[src/rtl/qrs_pkg.sv]
// ============================================================================
// qrs_pkg - shared widths for the quadratic root solver
// Word, fraction and derived datapath widths used by the top level and cells.
// ============================================================================
package qrs_pkg;

    localparam int FRAC_BITS = 16;
    localparam int WORD_BITS = 32;

    // magnitude of one coefficient (holds the most negative word)
    localparam int MAG_W   = WORD_BITS + 1;
    // product of two magnitudes
    localparam int PROD_W  = 2 * WORD_BITS;
    // discriminant magnitude, even so that it splits into bit pairs
    localparam int RAD_W   = PROD_W + 4;
    localparam int ROOT_W  = RAD_W / 2;
    localparam int SQREM_W = ROOT_W + 4;
    // numerator -b +/- sqrt(D) and denominator 2a or b
    localparam int NUM_W   = ROOT_W + 2;
    localparam int DEN_W   = WORD_BITS + 2;
    // numerator magnitude scaled by 2^FRAC_BITS
    localparam int NMAG_W  = NUM_W + FRAC_BITS;
    // divisor shifted up to the top quotient bit
    localparam int DSH_W   = MAG_W + WORD_BITS - 1;
    localparam int CMP_W   = (NMAG_W > DSH_W) ? NMAG_W : DSH_W;

    // root count codes
    localparam logic [1:0] CNT_NONE = 2'd0;
    localparam logic [1:0] CNT_ONE  = 2'd1;
    localparam logic [1:0] CNT_TWO  = 2'd2;
    localparam logic [1:0] CNT_INF  = 2'd3;

endpackage

[src/rtl/qrs_sqrt_cell.sv]
// ============================================================================
// qrs_sqrt_cell - one bit of the floored square root
// Shift in the next radicand bit pair, try the trial divisor, emit a root bit.
// ============================================================================
module qrs_sqrt_cell (
    input  logic                        i_clk,
    input  logic [qrs_pkg::RAD_W-1:0]   i_rad,
    input  logic [qrs_pkg::SQREM_W-1:0] i_rem,
    input  logic [qrs_pkg::ROOT_W-1:0]  i_root,
    output logic [qrs_pkg::RAD_W-1:0]   o_rad,
    output logic [qrs_pkg::SQREM_W-1:0] o_rem,
    output logic [qrs_pkg::ROOT_W-1:0]  o_root
);
    import qrs_pkg::*;

    logic [SQREM_W-1:0] rem_sh;
    logic [SQREM_W-1:0] trial;
    logic               ge;
    logic [RAD_W-1:0]   n_rad;
    logic [SQREM_W-1:0] n_rem;
    logic [ROOT_W-1:0]  n_root;
    logic [RAD_W-1:0]   r_rad;
    logic [SQREM_W-1:0] r_rem;
    logic [ROOT_W-1:0]  r_root;

    always_comb begin
        rem_sh = {i_rem[SQREM_W-3:0], i_rad[RAD_W-1 -: 2]};
        trial  = {2'b00, i_root, 2'b01};
        ge     = (rem_sh >= trial);
        n_rem  = ge ? (rem_sh - trial) : rem_sh;
        n_root = {i_root[ROOT_W-2:0], ge};
        n_rad  = {i_rad[RAD_W-3:0], 2'b00};
    end

    always_ff @(posedge i_clk) begin
        r_rad  <= n_rad;
        r_rem  <= n_rem;
        r_root <= n_root;
    end

    assign o_rad  = r_rad;
    assign o_rem  = r_rem;
    assign o_root = r_root;

endmodule

[config.mk]
export PLATFORM = sky130hd
export DESIGN_NAME = qrs_sqrt_cell
export DESIGN_NICKNAME = d
export VERILOG_FILES = /design/src/rtl/qrs_pkg.sv /design/src/rtl/qrs_sqrt_cell.sv
export SDC_FILE = /design/constraint.sdc
export NUM_CORES = 1
export LEC_CHECK = 0
export BUFFER_PORTS_ARGS = -buffer_cell sky130_fd_sc_hd__buf_2
export CORE_MARGIN = 3
export CORE_UTILIZATION = 49
export CTS_CLUSTER_DIAMETER = 40
export DETAILED_ROUTE_END_ITERATION = 10
export HOLD_SLACK_MARGIN = 0.15
export PLACE_DENSITY = 0.92
export SLEW_MARGIN = 10
export SYNTH_ARGS = -nofsm -noshare
export SYNTH_HDL_FRONTEND = slang
export SYNTH_SLANG_ARGS = --single-unit
[constraint.sdc]
create_clock -name i_clk -period 4.7 [get_ports i_clk]
set_input_delay 0.235 -clock i_clk [delete_from_list [all_inputs] [get_ports i_clk]]
set_output_delay 0.235 -clock i_clk [all_outputs]
set_load 0.1 [all_outputs]
==> impl_metrics.ini, run 1 <==
[critical_path]
critPathTopFamily = compound AO/OA/AOI/OAI gates
cp_cell_sequence = dlygate4sd3_1, buf_2, inv_1, ha_1, nor2b_1, o2111ai_1, a21o_1, nand4_1, nand3_1, o211ai_1, a21oi_4, buf_4, mux2_2
startpoint_type = input pin
cp_max_fo = 25
critPathBufInv = 4
cp_slowest_cell = a21oi_4
crit_type = in -> reg
max_stage_delay_ns = 0.64
cp-end-kind = register
required_ns = 5.13
worst_ep_arrival_time_ns = 3.99

[yosys]
ys_ff_latch = 138
yosys_warnings = 0
synth_edf_count = 0
yosysTopAreaCell = dfxtp_1
synth_cell_types = 55
synth_area_per_cell_um2 = 9.60
synth_area_leaders = dfxtp_1, ha_1, nand2_1
syn-instance-count = 567
synth_top_area_share_pct = 50.8
syn_area_mm2 = 0.00544
yosysSeqAreaShare_pct = 50.8
async_flop_share_pct = 0
ys.flop_type = dfxtp_1

[die]
die_h_um = 111
coreArea_mm2 = 0.0106
rows = 37
die_w_um = 111
start_util_pct = 51.6
die_area_mm2 = 0.0124
pin_count = 281

[drt]
wirelength_mm = 24.5
drcViolationCount = 0
wl_per_cell_um = 21.7
dr_total_vias = 6324
antenna_left = 0
routed_via_density = 5.61
drtPass1Iterations = 8
drt_iter0_markers = 541

[timing]
drv_slew = 0
fin_crit_ns = 3.57
final-setup-viol-count = 0
holdWs_ns = 0.325
setup_slack_ns = 1.13
max_freq_mhz = 280
timing.setup.tns_ns = 0
worstMarginPinSlew_ns = 0.755
rsz0062_at_grt = false
fin_crit_sh_pct = 75.9
hold_viol = 0
relSlewSlack_pct = 49.6

[finish]
multi_input_area_mm2 = 0.00241
fillCellCount = 548
instances_no_fill = 1128
nNetsFinal = 1155
synthToLayoutAreaGrowth_pct = 62.4
regArea_mm2 = 0.00276
layout-drive-gt1-share_pct = 32.9

[placement]
place_inst = 958
portBuffers = 276
dp_hpwl_mm = 13.1
place.gp.congestion = 0.866
preCtsSetupSlack_ns = 1.33

[flow_run]
cap_violations = 0

[clock_tree]
post_cts_buffers = 0
cts.sinks = 138
cts_buffer_depth = 2
clk_pin_slew_worst_paths_ns = 0.07
cts-buffers-inserted = 17
ctsHoldBuffers = 137
cts_root_buf = clkbuf_8
htree_levels = 4
post_cts_resized = 0
cts_tree = done

[power_and_ir_drop]
swShare_pct = 43.7
ir_drop_mv = 0.417
p_seq_share_pct = 31.5
intPower_uw = 2380
switchingPower_uw = 1850
p_total_uw = 4220
power_frac_comb_pct = 37.9
leakage_uw = 0.00429
p_clk_share_pct = 30.6
power_density_mw_per_mm2 = 478

[global_routing]
grt_max_degree = 26
antenna_found_initial = 5
grt.total_usage_pct = 39.1
grt_pass1_wl_mm = 37.6
grt_pass1_vias = 6624
grt.overflow.total = 0

[worst_hold_path]
hp-class = in -> reg

[outcome]
outcome = finished, final reports clean
==> metrics by stage <==
step	utilization, %	instance area [µm²]
final	83.7	8840
after global routing	83.7	8840
after CTS	83.7	8830
after detailed placement	65.4	6900
after global placement	65.4	6900
after floorplan	-	5450
==> cells in the final DEF, fill, tap and decap left out, drive strengths merged, types with 8 or more instances in the layout <==
cell | synthesis | final
nand3 | 17 | 17
clkbuf | 11 | 21
ha | 36 | 36
dlygate4sd3 | 0 | 137
xor2 | 16 | 16
nor3 | 8 | 8
o21ai | 51 | 51
a21o | 12 | 12
inv | 44 | 48
buf | 13 | 278
nand2 | 63 | 63
a21oi | 39 | 39
xnor2 | 17 | 17
nor2 | 22 | 22
o21a | 10 | 10
dfxtp | 138 | 138
==> path summary, 6_finish.rpt <==
kind                      start        end  slack [ns]  depth (start not counted)
worst max-delay path  i_root[0]   o_rem[3]        1.13                         13
worst min-delay path  i_rad[41]  o_rad[43]        0.33                          2
==> cells in the mapped netlist (2+ instances only) <==
library cell  instances
a211o_1               2
a31o_2                2
and3_1                6
dfxtp_1             138
xnor2_1              17
nor2b_1               5
nor4_1                2
o21a_1               10
inv_1                44
a221o_1               2
a31oi_1               2
nand2b_1              3
nor3_1                7
or3_1                 2
o21ai_1               3
a21o_1               12
o2111ai_1             2
buf_4                 2
xor2_1               16
nand3_1              17
clkbuf_2              3
o211ai_1              5
clkbuf_1              8
nand4_1               7
ha_1                 36
o21bai_1              5
a21oi_1              38
mux2_2                4
a21boi_0              2
nor2_1               22
o21ai_0              47
buf_2                11
nand2_1              63
==> registers in the layout, indices dropped and copies added (netlist names) <==
name,flops
o_rad,66
o_rem,38
o_root,34
==> power by group through the flow <==
stage	combinational, µW	sequential (µW)	clock [µW]
3_3_place_gp	1430	1330	0
4_1_cts	1540	1320	1270
6_report	1600	1330	1290
2_1_floorplan	313	2210	0
5_1_grt	1650	1340	1350
3_5_place_dp	1440	1340	0
==> per-layer routing <==
layer | GRT usage, % | up-vias | share of wire [%]
li1 | - | 2762 | -
met1 | 39.7 | 2907 | 34
met2 | 68.1 | 485 | 49
met3 | 13.9 | 164 | 9.1
met4 | 25.2 | 6 | 7.8
met5 | 0 | - | 0.15
==> area by class of cell <==
cell class                 count  area share, %
multi-input combinational    362           27.3
sequential                   138           31.3
timing repair buffer         415           31.3
inverter                      44           1.87
clock buffer                  21           5.08
tap                          136           1.93
antenna                        1         0.0283
clock inverter                11           1.25
==> kinds of logic (layout without fill, tap and decap cells) <==
group / Yosys count / count (layout) / share of synthesized area (%)
compound gates: 147 / 147 / 17.4
xor+xnor: 33 / 33 / 5.31
fa+ha+maj: 36 / 36 / 8.28
buf+inv: 68 / 491 / 5.15
flops: 138 / 138 / 50.8
mux: 6 / 6 / 1.29
other cells: 1 / 3 / 0.0689
simple gates: 138 / 138 / 11.7
Power figures use the tool's default switching activity.
==> inputs of run 2 (changes only) <==
CORE_UTILIZATION = 45   (was 49)
PLACE_DENSITY = 0.86   (was 0.92)
clock period = 3.49 ns   (was 4.7 ns; I/O delays follow)
==> run 2 against run 1 <==
Final cell count rose by 0.71%. Die area rose by 8.4%. Global-route usage fell by 8.1 points. Sequential power rose by 34%. Clock power rose by 34%. Utilization fell by 7.4 points. Power rose by 33%. Sequential share of layout area fell by 0.093 points. Combinational power rose by 32%. First-iteration DRC count fell by 8.3%. Critical endpoint is now o_rem[37]. Largest cell class unchanged.
==> impl_metrics.ini, run 2 (synthesis gave the netlist of run 1 again) <==
[drt]
drtPass1Iterations = 6
wirelength_mm = 21.2
wl_per_cell_um = 18.6
drt_iter0_markers = 496
drcViolationCount = 0
antenna_left = 0
dr_total_vias = 5942
routed_via_density = 5.23

[power_and_ir_drop]
power_density_mw_per_mm2 = 634
swShare_pct = 42.8
p_clk_share_pct = 30.7
leakage_uw = 0.00429
power_frac_comb_pct = 37.6
ir_drop_mv = 0.399
intPower_uw = 3210
switchingPower_uw = 2410
p_seq_share_pct = 31.7

[placement]
place_inst = 965
dp_hpwl_mm = 12.1
placed_area_mm2 = 0.00693
portBuffers = 276
place.gp.congestion = 0.874

[die]
die_h_um = 116
rows = 39
die_area_mm2 = 0.0134
coreArea_mm2 = 0.0116
start_util_pct = 46.9
die_w_um = 116
pin_count = 281

[critical_path]
worst_ep_arrival_time_ns = 3.24
crit_type = in -> reg
cp_slowest_cell = dlygate4sd3_1
critPathTopFamily = compound AO/OA/AOI/OAI gates
startpoint_type = input pin
cp_cell_sequence = dlygate4sd3_1, buf_2, ha_1, a211o_1, a21oi_1, a21oi_1, a211o_2, o22ai_4, nor4_4, a31oi_4, o21a_1, mux2_4
cp_common_cell = a21oi_1
required_ns = 3.79
max_stage_delay_ns = 0.55
cp_max_fo = 5
critPathBufInv = 2
cp-end-kind = register

[finish]
final_common_cell = buf_2
layout_common_cells = buf_2, dfxtp_1, dlygate4sd3_1, nand2_1, o21ai_0
instances_no_fill = 1136
nNetsFinal = 1155
layout-drive-gt1-share_pct = 32.9
synthToLayoutAreaGrowth_pct = 62.9
fin_area_mm2 = 0.00886
fillCellCount = 705
largest_reg_flops = 66

[clock_tree]
cts_root_buf = clkbuf_16
clk_pin_slew_worst_paths_ns = 0.06
cts_buffer_depth = 2
htree_levels = 4
cts_tree = done
cts.sinks = 138
cts-buffers-inserted = 17
post_cts_buffers = 0

[timing]
worstMarginPinSlew_ns = 0.543
timing.setup.tns_ns = 0
hold_viol = 0
fin_crit_sh_pct = 84.2
relSlewSlack_pct = 64.1
rsz0062_at_grt = false
max_freq_mhz = 340
fin_crit_ns = 2.94
drv_slew = 0
final-setup-viol-count = 0
holdWs_ns = 0.393

[global_routing]
grt_pass1_vias = 6205
antenna_found_initial = 1
grt_pass1_wl_mm = 32.0
grt.total_usage_pct = 31.1
grt.overflow.total = 0
grt_max_degree = 53

[worst_hold_path]
hp-class = in -> reg

[outcome]
outcome = finished, final reports clean

[flow_run]
cap_violations = 0
## run 2: worst paths after layout
check | from | to | cells past startpoint
setup / recovery | i_rem[4] | o_rem[37] | 12
hold / removal | i_rad[33] | o_rad[35] | 2
## run 2: final cells by class
| class | instances | area (µm²) | share of cell area [%] |
|---|---|---|---|
| sequential | 138 | 2760 | 31.2 |
| antenna | 2 | 5.00 | 0.0565 |
| clock buffer | 20 | 447 | 5.04 |
| multi-input combinational | 362 | 2410 | 27.2 |
| timing repair buffer | 415 | 2780 | 31.4 |
| tap | 143 | 179 | 2.02 |
| inverter | 44 | 165 | 1.86 |
| clock inverter | 12 | 115 | 1.30 |
## run 2: power by group through the flow
stage / combinational (µW) / clock, µW / sequential [µW]
finish: 2110 / 1730 / 1780
detailed placement: 1940 / 0 / 1800
floorplan: 421 / 0 / 2980
global placement: 1920 / 0 / 1800
global route: 2190 / 1820 / 1790
CTS: 2070 / 1710 / 1770
## run 2: repair_timing
item,4_1_cts,5_1_grt
gates resized for setup,0,0
endpoints found under the hold margin,137,0
hold buffers,137,0
## run 2: routing by layer
metal	global-route usage [%]	vias to the layer above	part of all wire, %
met1	31.5	2713	35
met5	0	-	0
met3	8.46	101	7.9
met2	57.1	364	52
li1	-	2764	-
met4	17.6	0	5.8
## run 2: through the flow
stage	setup slack (ns)	util [%]	power [µW]
after global routing	0.379	76.3	5810
final	0.551	76.3	5620
after global placement	0.797	59.6	3720
after detailed placement	0.760	59.6	3740
after CTS	0.615	76.3	5550
after floorplan	1.09	-	3400
